**config.mk**
```make
export PLATFORM = sky130hd
export DESIGN_NAME = idle_delimited_sensor_frame_parser
export DESIGN_NICKNAME = d
export VERILOG_FILES = /design/src/design/isfp_pkg.sv /design/src/design/isfp_capture.sv /design/src/design/idle_delimited_sensor_frame_parser.sv
export SDC_FILE = /design/constraint.sdc
export NUM_CORES = 1
export LEC_CHECK = 0
export ABC_AREA = 1
export BUFFER_PORTS_ARGS = -buffer_cell sky130_fd_sc_hd__clkbuf_2
export CORE_ASPECT_RATIO = 1.75
export CORE_UTILIZATION = 28
export DETAILED_ROUTE_END_ITERATION = 12
export GPL_TIMING_DRIVEN = 0
export PLACE_DENSITY = 0.47
export SLEW_MARGIN = 15
export SYNTH_ARGS = -nofsm -noshare
export SYNTH_HDL_FRONTEND = slang
export SYNTH_SLANG_ARGS = --single-unit
export TNS_END_PERCENT = 1
```
**constraint.sdc**
```tcl
create_clock -name clk -period 19.5 [get_ports clk]
set_input_delay 0.975 -clock clk [delete_from_list [all_inputs] [get_ports clk]]
set_output_delay 0.975 -clock clk [all_outputs]
set_load 0.05 [all_outputs]
```
**src/design/isfp_pkg.sv**
```systemverilog
// ----------------------------------------------------------------------------
// isfp_pkg
// Shared types and constants of the idle-delimited sensor frame parser.
// ----------------------------------------------------------------------------
package isfp_pkg;

  localparam int BUFFER_LIMIT = 128;
  localparam int POS_W        = 8;

  localparam logic [POS_W-1:0] FRAME_BYTES  = POS_W'(54);
  localparam logic [POS_W-1:0] POS_ID_LO    = POS_W'(0);
  localparam logic [POS_W-1:0] POS_ID_HI    = POS_W'(1);
  localparam logic [POS_W-1:0] POS_ROLL_LO  = POS_W'(34);
  localparam logic [POS_W-1:0] POS_ROLL_HI  = POS_W'(35);
  localparam logic [POS_W-1:0] POS_PITCH_LO = POS_W'(36);
  localparam logic [POS_W-1:0] POS_PITCH_HI = POS_W'(37);
  localparam logic [POS_W-1:0] POS_VER_LO   = POS_W'(50);
  localparam logic [POS_W-1:0] POS_VER_HI   = POS_W'(51);
  localparam logic [POS_W-1:0] POS_TRL_LO   = POS_W'(52);
  localparam logic [POS_W-1:0] POS_TRL_HI   = POS_W'(53);
  localparam logic [POS_W-1:0] POS_LIMIT    = POS_W'(BUFFER_LIMIT);

  // 'W' first, then 'T'; 0x0D first, then 0x0A (little-endian words).
  localparam logic [15:0] ID_WORD      = 16'h5457;
  localparam logic [15:0] TRAILER_WORD = 16'h0A0D;

  localparam logic REQ_BYTE = 1'b0;
  localparam logic REQ_IDLE = 1'b1;

  localparam logic [2:0] ST_OK          = 3'd0;
  localparam logic [2:0] ST_BAD_LENGTH  = 3'd1;
  localparam logic [2:0] ST_BAD_ID      = 3'd2;
  localparam logic [2:0] ST_BAD_TRAILER = 3'd3;
  localparam logic [2:0] ST_BAD_VERSION = 3'd4;

  typedef struct packed {
    logic [2:0]         status;
    logic signed [15:0] roll_raw;
    logic signed [15:0] pitch_raw;
    logic [31:0]        frames_seen;
    logic [31:0]        frames_valid;
  } isfp_result_t;

endpackage

```
**src/design/isfp_capture.sv**
```systemverilog
// ----------------------------------------------------------------------------
// isfp_capture
// Frame position tracking, field capture, frame checks and counters.
// ----------------------------------------------------------------------------
module isfp_capture
  import isfp_pkg::*;
(
  input  logic         clk,
  input  logic         rst_n,
  input  logic [15:0]  expected_version,
  input  logic         item_take,
  input  logic         req_type,
  input  logic [7:0]   rx_byte,
  output logic         res_push,
  output isfp_result_t res
);

  logic [POS_W-1:0] byte_count_r, byte_count_nxt;
  logic [15:0] id_r, id_nxt;
  logic [15:0] roll_r, roll_nxt;
  logic [15:0] pitch_r, pitch_nxt;
  logic [15:0] ver_r, ver_nxt;
  logic [15:0] trl_r, trl_nxt;
  logic [31:0] frame_cnt_r, frame_cnt_nxt;
  logic [31:0] valid_cnt_r, valid_cnt_nxt;
  logic [2:0]  status;
  logic        is_byte;
  logic        is_close;

  assign is_byte  = item_take && (req_type == REQ_BYTE) && (byte_count_r < POS_LIMIT);
  assign is_close = item_take && (req_type == REQ_IDLE) && (byte_count_r != '0);

  always_comb begin
    if (byte_count_r != FRAME_BYTES) begin
      status = ST_BAD_LENGTH;
    end else if (id_r != ID_WORD) begin
      status = ST_BAD_ID;
    end else if (trl_r != TRAILER_WORD) begin
      status = ST_BAD_TRAILER;
    end else if (ver_r != expected_version) begin
      status = ST_BAD_VERSION;
    end else begin
      status = ST_OK;
    end
  end

  always_comb begin
    byte_count_nxt = byte_count_r;
    id_nxt         = id_r;
    roll_nxt       = roll_r;
    pitch_nxt      = pitch_r;
    ver_nxt        = ver_r;
    trl_nxt        = trl_r;
    frame_cnt_nxt  = frame_cnt_r;
    valid_cnt_nxt  = valid_cnt_r;
    if (is_byte) begin
      byte_count_nxt = byte_count_r + POS_W'(1);
      case (byte_count_r)
        POS_ID_LO:    id_nxt[7:0]     = rx_byte;
        POS_ID_HI:    id_nxt[15:8]    = rx_byte;
        POS_ROLL_LO:  roll_nxt[7:0]   = rx_byte;
        POS_ROLL_HI:  roll_nxt[15:8]  = rx_byte;
        POS_PITCH_LO: pitch_nxt[7:0]  = rx_byte;
        POS_PITCH_HI: pitch_nxt[15:8] = rx_byte;
        POS_VER_LO:   ver_nxt[7:0]    = rx_byte;
        POS_VER_HI:   ver_nxt[15:8]   = rx_byte;
        POS_TRL_LO:   trl_nxt[7:0]    = rx_byte;
        POS_TRL_HI:   trl_nxt[15:8]   = rx_byte;
        default: ;
      endcase
    end
    if (is_close) begin
      byte_count_nxt = '0;
      frame_cnt_nxt  = frame_cnt_r + 32'd1;
      if (status == ST_OK) begin
        valid_cnt_nxt = valid_cnt_r + 32'd1;
      end
    end
  end

  always_ff @(posedge clk) begin
    if (!rst_n) begin
      byte_count_r <= '0;
      id_r         <= '0;
      roll_r       <= '0;
      pitch_r      <= '0;
      ver_r        <= '0;
      trl_r        <= '0;
      frame_cnt_r  <= '0;
      valid_cnt_r  <= '0;
    end else begin
      byte_count_r <= byte_count_nxt;
      id_r         <= id_nxt;
      roll_r       <= roll_nxt;
      pitch_r      <= pitch_nxt;
      ver_r        <= ver_nxt;
      trl_r        <= trl_nxt;
      frame_cnt_r  <= frame_cnt_nxt;
      valid_cnt_r  <= valid_cnt_nxt;
    end
  end

  // Roll and pitch are only reported for frames that pass every check.
  always_comb begin
    res.status       = status;
    res.roll_raw     = (status == ST_OK) ? roll_r : 16'sd0;
    res.pitch_raw    = (status == ST_OK) ? pitch_r : 16'sd0;
    res.frames_seen  = frame_cnt_nxt;
    res.frames_valid = valid_cnt_nxt;
  end

  assign res_push = is_close;

endmodule

```
**src/design/idle_delimited_sensor_frame_parser.sv**
```systemverilog
// ----------------------------------------------------------------------------
// idle_delimited_sensor_frame_parser
// Parses idle-delimited sensor frames from a received UART byte stream.
// ----------------------------------------------------------------------------
// Usage:
//   Input channel (in_valid / in_stall): each item is either a received byte
//   (in_req_type 0) or a line-idle event (in_req_type 1). One item can be
//   taken every clock cycle while in_stall is low.
//   Result channel (out_valid / out_stall): an idle event that follows at
//   least one byte closes the frame and yields one result item with the check
//   status, raw roll and pitch and the two frame counters. Bytes and idle
//   events on an empty frame yield nothing.
//   The result of an idle event is computed combinationally and registered
//   in the output queue. Throughput is one item per cycle while in_stall is
//   low, set by the single capture and check stage.
//   A two-entry output queue (result register plus skid register) keeps the
//   input flowing while the receiver stalls; in_stall rises only when both
//   entries hold results.
//   cfg_wr_en writes the expected version word; it is meant to change only
//   while the block is idle.
//   Reset (rst_n low, synchronous) clears the frame position, the captured
//   fields, both counters, the expected version and the output queue.
// ----------------------------------------------------------------------------
module idle_delimited_sensor_frame_parser
  import isfp_pkg::*;
(
  input  logic               clk,
  input  logic               rst_n,
  input  logic               cfg_wr_en,
  input  logic [15:0]        cfg_wr_data,
  input  logic               in_valid,
  output logic               in_stall,
  input  logic [0:0]         in_req_type,
  input  logic [7:0]         in_rx_byte,
  output logic               out_valid,
  input  logic               out_stall,
  output logic [2:0]         out_status,
  output logic signed [15:0] out_roll_raw,
  output logic signed [15:0] out_pitch_raw,
  output logic [31:0]        out_frames_seen,
  output logic [31:0]        out_frames_valid
);

  logic [15:0]  exp_ver_r;
  logic         item_take;
  logic         res_push;
  isfp_result_t res;
  logic         out_valid_r;
  logic         skid_valid_r;
  isfp_result_t out_data_r;
  isfp_result_t skid_data_r;
  logic         out_free;

  assign in_stall  = skid_valid_r;
  assign item_take = in_valid && !in_stall;

  always_ff @(posedge clk) begin
    if (!rst_n) begin
      exp_ver_r <= '0;
    end else if (cfg_wr_en) begin
      exp_ver_r <= cfg_wr_data;
    end
  end

  isfp_capture u_capture (
    .clk              (clk),
    .rst_n            (rst_n),
    .expected_version (exp_ver_r),
    .item_take        (item_take),
    .req_type         (in_req_type[0]),
    .rx_byte          (in_rx_byte),
    .res_push         (res_push),
    .res              (res)
  );

  assign out_free = !out_valid_r || !out_stall;

  always_ff @(posedge clk) begin
    if (!rst_n) begin
      out_valid_r  <= 1'b0;
      skid_valid_r <= 1'b0;
    end else if (out_free) begin
      if (skid_valid_r) begin
        out_valid_r  <= 1'b1;
        skid_valid_r <= res_push;
      end else begin
        out_valid_r  <= res_push;
      end
    end else if (res_push) begin
      skid_valid_r <= 1'b1;
    end
  end

  always_ff @(posedge clk) begin
    if (out_free) begin
      if (skid_valid_r) begin
        out_data_r  <= skid_data_r;
        skid_data_r <= res;
      end else begin
        out_data_r  <= res;
      end
    end else if (res_push) begin
      skid_data_r <= res;
    end
  end

  assign out_valid        = out_valid_r;
  assign out_status       = out_data_r.status;
  assign out_roll_raw     = out_data_r.roll_raw;
  assign out_pitch_raw    = out_data_r.pitch_raw;
  assign out_frames_seen  = out_data_r.frames_seen;
  assign out_frames_valid = out_data_r.frames_valid;

endmodule

```
* After elaboration in Yosys (flattened, before gate mapping)
Cells that the tools add are included.
Storage, ports and cells: memory bits (read-only) 0, word-level logic and storage cells 88, RAM bits 0, latch bits 0, register bits after elaboration 368, output and inout bits 101, memories 0
Operators by class: div/mod/pow operators 0, bitwise operators 2, mux-type cells 17, shifts and indexed selects 0, equality and inequality tests 14, add/subtract/negate cells 3, multipliers 0, reductions and logical operators 25, order comparisons 1
Operators with widths (number):
- $mux 99 | 4
- $mux 32 | 3
- $add 32x1->32 const B | 2
- $eq 8x6->1 const B | 8
- $mux 16 | 2
- $reduce_and 2->1 | 11
- $ne 16x12->1 const B | 1
- $ne 16x15->1 const B | 1
- $ne 16x16->1 | 1
- $mux 3 | 4
- $add 8x1->8 const B | 1
- $eq 8x1->1 const B | 1
- $logic_not 8->1 | 1
- $lt 8x8->1 const B | 1
- $ne 8x6->1 const B | 1
- $reduce_bool 8->1 | 1
- $logic_and 1x1->1 | 5
- $mux 1 | 4
- $logic_not 1->1 | 3
- $logic_not 3->1 | 1
- $ne 2x2->1 const B | 1
- $not 1->1 | 2
- $reduce_bool 2->1 | 1
- $reduce_or 2->1 | 1
- $logic_or 1x1->1 | 1

* Depth between registers and ports, before layout
Gate-level depths: netlist of the first run.
depth after elaboration 10, gate-level depth with buffers 14, mapped depth without buffers 13

* Modules after synthesis
A second synthesis of the first run with hierarchy kept.
Second synthesis, totals: cells, all modules 1877, area total of the unflattened synthesis 16020.4 um2
By module, submodules not included:
- isfp_capture | area each 8229.1 um2, instances 1, cells an instance 1277, sequential area each 3042.9 um2
- idle_delimited_sensor_frame_parser | area each 7791.2 um2, instances 1, cells an instance 600, sequential area each 6306.0 um2

* Least setup slack after synthesis of the first run
No wires, ideal clock.
path kind input port to flip-flop, start point input out_stall, end point register skid_data_r[0] (netlist name), enable pin, path buffers 0, data arrival time 10.531 ns, stages on the path 2, slack 8.276 ns, library setup time 0.693 ns, cells stage by stage nand2_1 -> o21ai_0
On the way: cells in the longest elaborated chain, start to end 4, elaborated cells between the ends (all ways) 5, classes of those cells eq/ne: 1; reduce/logical: 4
Ends and longest elaborated chain:
- start, declared | line idle_delimited_sensor_frame_parser.sv:36 | input logic out_stall,
- $logic_not 1->1 (*) | line idle_delimited_sensor_frame_parser.sv:76 | assign out_free = !out_valid_r || !out_stall;
- $logic_or 1x1->1 (*) | line idle_delimited_sensor_frame_parser.sv:76
- $ne 2x2->1 (no line) / $reduce_bool 2->1 (equally long branches)
- $reduce_and 2->1 (no line) (*)
- end signal, assigned | line idle_delimited_sensor_frame_parser.sv:98 | skid_data_r <= res;
- end signal, assigned | line idle_delimited_sensor_frame_parser.sv:103 | skid_data_r <= res;
- end, declared | line idle_delimited_sensor_frame_parser.sv:51 | isfp_result_t skid_data_r;
Every way passes the cells marked *; elsewhere a longest branch is shown, timed or not. A chain may end at the register's enable or synchronous reset.

==> impl_metrics.json, run 1 <==
{
  "status": "completed",
  "cts_buffers": 37,
  "dpl_cell_area_um2": 17300,
  "syn-cell-area_um2": 15600,
  "grt_max_degree": 56,
  "synth_edf_count": 198,
  "path_clk_slew_ns": 0.06,
  "dp_hpwl_um": 31100,
  "maxSlewHeadroom_pct": 38.5,
  "post_cts_buffers": 0,
  "avgRoutedWirePerCell_um": 15.8,
  "clock_latency_ns": 0.55,
  "n_antenna_cell": 0,
  "peakVddDrop_mv": 0.0614,
  "yosysSeqAreaShare_pct": 59.9,
  "die_w_um": 181,
  "critPathLaunchType": "flip-flop",
  "critPathTopFamily": "simple AND/OR/NAND/NOR gates",
  "initialDrtViolationCount": 576,
  "post_cts_resize_count": 0,
  "layout_commonest_cell": "nand2_1",
  "critPathKind": "reg2reg",
  "num_rows": 114,
  "cts_tree": "done",
  "grt_pass1_wl_um": 65400,
  "grt_usage_pct": 14.9,
  "die_area_um2": 56800,
  "cts_hold_buf": 0,
  "fin_area_um2": 18600,
  "skew_ns": 0.0380,
  "synth_flop_cell": "edfxtp_1",
  "timing.critical_path.mode_cell": "nand2_1",
  "finalSetupTns_ns": 0,
  "dr_total_vias": 11900,
  "cp_num_buf_inv": 3,
  "synth_seq_cells": 368,
  "ys_types": 44,
  "hp-class": "reg2reg",
  "hold_ws_ns": 0.455,
  "grt_pass1_vias": 12000,
  "drc": 0,
  "coreArea_um2": 55200,
  "syn_nets": 1806,
  "worstMarginPinSlew_ns": 0.923,
  "via_per_inst": 4.47,
  "rsz0062_at_grt": "no",
  "finalHoldViolCount": 0,
  "period_needed_ns": 2.77,
  "drive_gt1_share_pct": 13.4,
  "synth_async_sr_flop_share_pct": 0,
  "io_pins": 131,
  "clk_path_buf_depth": 3,
  "final_cell_mix": "484 x nand2_1, 233 x inv_1, 198 x edfxtp_1, 170 x dfxtp_1, 154 x nor2_1",
  "max_stage_delay_ns": 0.43,
  "final_nets": 1979,
  "min_period_over_period_pct": 14.2,
  "yosys_warnings": 0,
  "htreeDepth": 2,
  "max_cap_viol_count": 0,
  "ant_nets": 0,
  "avgSynthCellArea_um2": 8.82,
  "cts.sinks": 368,
  "worstPathCellList": "inv_1, ha_1, nand2_1, nor2_1, nor2_2, buf_2, buf_2, nand4_1, nand2_1, nand2_1, nand2_1, nand2_1",
  "crit_slowest_cell": "dfxtp_1",
  "cp_data_required_time_ns": 19.79,
  "overflow": 0,
  "drt_wl_total_um": 42000,
  "critical_path.endpoint_type": "flip-flop",
  "power_w": 0.00164,
  "dr.pass1.iters": 4,
  "fmax_mhz": 361,
  "root_buffer": "clkbuf_16",
  "initial_core_util_pct": 28.3,
  "arrival_ns": 3.06,
  "power.density_nw_per_um2": 88.3,
  "area_growth_pct": 19.0,
  "finalSetupViolCount": 0,
  "dieHeight_um": 314,
  "maxSlewViolCount": 0,
  "crit_fanout": 10,
  "gp_congestion": 0.846,
  "numPortBuffers": 129,
  "syn_inst": 1770,
  "antenna_found_initial": 1,
  "leakage_nw": 7.79
}
==> sequential cells by signal, indices dropped and copies added, names as in the netlist <==
| signal | flops |
|---|---|
| out_roll_raw | 16 |
| in_stall | 1 |
| u_capture.byte_count_r | 8 |
| out_valid | 1 |
| u_capture.roll_r | 16 |
| u_capture.frame_cnt_r | 32 |
| u_capture.ver_r | 16 |
| out_frames_seen | 32 |
| out_pitch_raw | 16 |
| u_capture.valid_cnt_r | 32 |
| skid_data_r | 99 |
| exp_ver_r | 16 |
| u_capture.pitch_r | 16 |
| u_capture.id_r | 16 |
| out_status | 3 |
| u_capture.trl_r | 16 |
| out_frames_valid | 32 |
==> worst min-delay path, delay by kind of cell, from the launching register on <==
family          cells  cell delay [ns]
flops               1             0.29
buf+inv             1             0.06
compound gates      1             0.06
==> metrics by stage <==
stage | utilization [%] | std cells | setup WS, ns
after floorplan | - | 1770 | 8.28
after global placement | 31.0 | 2595 | 2.20
after detailed placement | 31.3 | 2600 | 16.33
after CTS | 33.7 | 2667 | 16.69
after global routing | 33.7 | 2667 | 16.51
final | 33.7 | 2667 | 16.73
==> final timing paths <==
path / startpoint / end / slack [ns] / cells past startpoint
setup / recovery: u_capture.byte_count_r[0] / out_frames_valid[2] / 16.73 / 12
hold / removal: u_capture.pitch_r[4] / u_capture.pitch_r[4] / 0.46 / 2
setup reg to reg: u_capture.byte_count_r[0] / out_frames_valid[2] / 16.73 / 12
hold reg to reg: u_capture.pitch_r[4] / u_capture.pitch_r[4] / 0.46 / 2
==> cells in the mapped netlist, drive strengths merged, types with 3 or more instances <==
library cell | count | area share, %
inv | 236 | 5.7
edfxtp | 198 | 38
nor4 | 4 | 0.20
nor3 | 26 | 1.1
buf | 23 | 0.99
ha | 6 | 0.48
xnor2 | 3 | 0.17
or2 | 6 | 0.24
nand3 | 77 | 2.6
dfxtp | 170 | 22
nor3b | 4 | 0.22
nand4 | 32 | 1.3
nor2 | 180 | 4.8
nand3b | 3 | 0.14
xor2 | 21 | 1.2
o21ai | 127 | 4.1
clkbuf | 40 | 0.96
nand2 | 489 | 12
a21oi | 113 | 3.6
==> layout make-up <==
class | instances | area (µm²)
flip-flops and latches | 368 | 9350
repair buffers | 134 | 768
plain buffers | 63 | 304
inverters | 238 | 895
well taps | 696 | 871
clock inverters | 21 | 258
fillers | 5769 | 36600
multi-input cells | 1101 | 5090
clock buffers | 46 | 1050
==> power breakdown <==
part | total, W | switching [W] | internal (W)
Clock | 0.000764 | 0.000312 | 0.000452
Combinational | 0.0000557 | 0.0000425 | 0.0000132
Sequential | 0.000821 | 0.00000379 | 0.000817
Total | 0.00164 | 0.000358 | 0.00128
==> per-layer routing <==
layer / global-route usage (%) / part of all wire [%] / vias to the layer above
met1: 16.2 / 40 / 5542
li1: - / - / 6078
met3: 1.82 / 3.1 / 71
met4: 5.69 / 3.4 / 0
met5: 0 / 0 / -
met2: 29.0 / 54 / 227
==> kinds of logic after synthesis <==
logic type                 after synthesis  share of synthesized area (%)
DFF                                    368                           59.9
xor gates and xnor gates                24                           1.35
adders and majority gates                6                          0.481
AOI/OAI and AO/OA                      247                           8.03
buffers and inverters                  301                           7.68
and+or+nand+nor                        824                           22.6
Power figures use the tool's default switching activity.
==> run 2, diff against run 1 <==
==> constraint.sdc (replaced) <==
create_clock -name clk -period 2.8 [get_ports clk]
set_input_delay 0.14 -clock clk [delete_from_list [all_inputs] [get_ports clk]]
set_output_delay 0.14 -clock clk [all_outputs]
set_load 0.05 [all_outputs]
==> run 2 against run 1 <==
First-iteration DRC count rose by 9.9%. Non-clock buffer count up 22. Sequential cell count unchanged. Sequential share of layout area down 0.31 points. Combinational power rose to 7.4 times the previous value. Clock skew down 0.019 ns. Via count grew 0.89%. Hold slack worse by 0.35 ns. Maximum frequency rose by 5.3%. Sequential power grew to 7.0 times the previous value. Count of clock-buffer cells in the layout is 7 higher. Core utilization rose by 0.23 points. Critical path type unchanged. Largest power group unchanged.
==> impl_metrics.json, run 2 (synthesis gave the netlist of run 1 again) <==
{
  "grt_max_degree": 104,
  "avgRoutedWirePerCell_um": 15.8,
  "largest_reg_flops": 99,
  "met1_usage_pct": 15.5,
  "peakVddDrop_mv": 0.335,
  "overflow": 0,
  "switching_share_pct": 22.5,
  "dp_hpwl_um": 31300,
  "maxSlewHeadroom_pct": 35.1,
  "dr_total_vias": 12000,
  "timing.rr.start": "u_capture.byte_count_r[1]",
  "hp-class": "in2reg",
  "coreArea_um2": 55200,
  "crit_path_start": "u_capture.byte_count_r[1]",
  "grt_pass1_vias": 12200,
  "skew_ns": 0.0189,
  "max_cap_viol_count": 0,
  "power.density_nw_per_um2": 594,
  "maxSlewViolCount": 0,
  "hp-start": "in_rx_byte[1]",
  "period_needed_ns": 2.63,
  "path_clk_slew_ns": 0.07,
  "layout_commonest_cell": "nand2_1",
  "drive_gt1_share_pct": 13.1,
  "die_w_um": 181,
  "critical_path.endpoint_type": "flip-flop",
  "drc": 0,
  "numPortBuffers": 129,
  "grt_usage_pct": 15.0,
  "worstMarginPinSlew_ns": 0.974,
  "comb_power_share_pct": 3.7,
  "initial_core_util_pct": 28.3,
  "root_buffer": "clkbuf_16",
  "fmax_mhz": 380,
  "antenna_found_initial": 1,
  "leakage_nw": 7.83,
  "dr.pass1.iters": 5,
  "clock_latency_ns": 0.54,
  "dieHeight_um": 314,
  "cts_tree": "done",
  "htreeDepth": 2,
  "top_register": "skid_data_r",
  "busiest_layer": "met2",
  "io_pins": 131,
  "die_area_um2": 56800,
  "area_growth_pct": 19.8,
  "dpl_worst_slack_ns": -0.0378,
  "cts_buffers": 38,
  "n_antenna_cell": 0,
  "use_met2_pct": 29.9,
  "via_per_inst": 4.47,
  "rsz0062_at_grt": "no",
  "finalHoldViolCount": 0,
  "drt_wl_total_um": 42500,
  "status": "completed",
  "fillCellCount": 5685,
  "use_met3_pct": 1.82,
  "intPower_w": 0.00862,
  "finalSetupViolCount": 0,
  "num_rows": 114,
  "power_w": 0.0111,
  "final_cell_mix": "484 x nand2_1, 233 x inv_1, 198 x edfxtp_1, 167 x dfxtp_1, 154 x nor2_1",
  "initialDrtViolationCount": 633,
  "switching_power_w": 0.00250,
  "power_frac_seq_pct": 51.4,
  "gp_congestion": 0.841,
  "clk_path_buf_depth": 3,
  "critPathLaunchType": "flip-flop",
  "crit_fanout": 10,
  "final_nets": 2002,
  "grt_pass1_wl_um": 65900,
  "critPathKind": "reg2reg",
  "cp_data_required_time_ns": 3.07,
  "min_period_over_period_pct": 94.0,
  "arrival_ns": 2.90,
  "cts.sinks": 368,
  "ant_nets": 0,
  "setup_ws_ns": 0.167,
  "clkPwrFrac_pct": 44.9
}
## run 2: changes by cell type in the layout (fill, tap and decap cells not counted), moves of 3 or more
cell           previous run  this run
bufinv_16                 5         2
dfxtp_1                 170       167
buf_4                     5         8
clkbuf_8                  5         2
dlygate4sd3_1             0        19
clkbuf_1                 42        52
## run 2: final timing paths
kind                            slack (ns)  cells past startpoint                    to
worst max register to register        0.17                     12   out_frames_valid[2]
worst max-delay path                  0.17                     12   out_frames_valid[2]
worst min-delay path                  0.10                      3  u_capture.pitch_r[9]
worst min register to register        0.45                      2   u_capture.trl_r[12]
## run 2: cell type report
cell class	count	area, µm²	share of cell area [%]
plain buffers	63	314	1.68
clock buffers	53	1050	5.60
clock inverters	16	155	0.829
inverters	238	898	4.80
multi-input cells	1101	5100	27.3
flip-flops and latches	368	9360	50.0
well taps	696	871	4.65
repair buffers	156	968	5.18
## run 2: power groups by stage
stage	combinational (W)	clock (W)	sequential, W
5_1_grt	0.000455	0.00532	0.00572
4_1_cts	0.000423	0.00515	0.00572
2_1_floorplan	0.000161	0	0.00592
6_report	0.000412	0.00499	0.00572
3_3_place_gp	0.000397	0	0.00584
3_5_place_dp	0.000399	0	0.00584
## run 2: critical path: stages (launching register included)
cell,delay [ns]
dfxtp_1,0.42
inv_1,0.09
ha_1,0.23
nand2_1,0.10
nor2_1,0.08
nor2_4,0.25
buf_2,0.33
buf_2,0.31
nand4_1,0.13
nand2_1,0.11
nand2_1,0.13
nand2_1,0.09
nand2_1,0.10
## run 2: through the flow
step	hold WS [ns]	util (%)	instances	setup TNS, ns	cell area [µm²]
after floorplan	0.275	-	1770	-38.43	15700
after global placement	0.362	31.1	2595	-157.39	17200
after detailed placement	0.369	31.3	2599	-0.785	17300
after CTS	0.126	33.8	2687	0	18700
after global routing	0.144	33.9	2691	0	18700
final	0.101	33.9	2691	0	18700
## run 2: routing by layer
| layer | up-vias | part of all wire, % |
|---|---|---|
| met1 | 5605 | 39 |
| met3 | 79 | 3.1 |
| li1 | 6126 | - |
| met4 | 2 | 3.6 |
| met2 | 212 | 55 |
| met5 | - | 0.026 |
## run 2: what timing repair did
item,4_1_cts,5_1_grt
hold buffers,19,0
pin swaps,1,1
buffers inserted,0,4
endpoints found under the setup margin,23,22
hold endpoints to repair,16,0
resized for setup,2,0
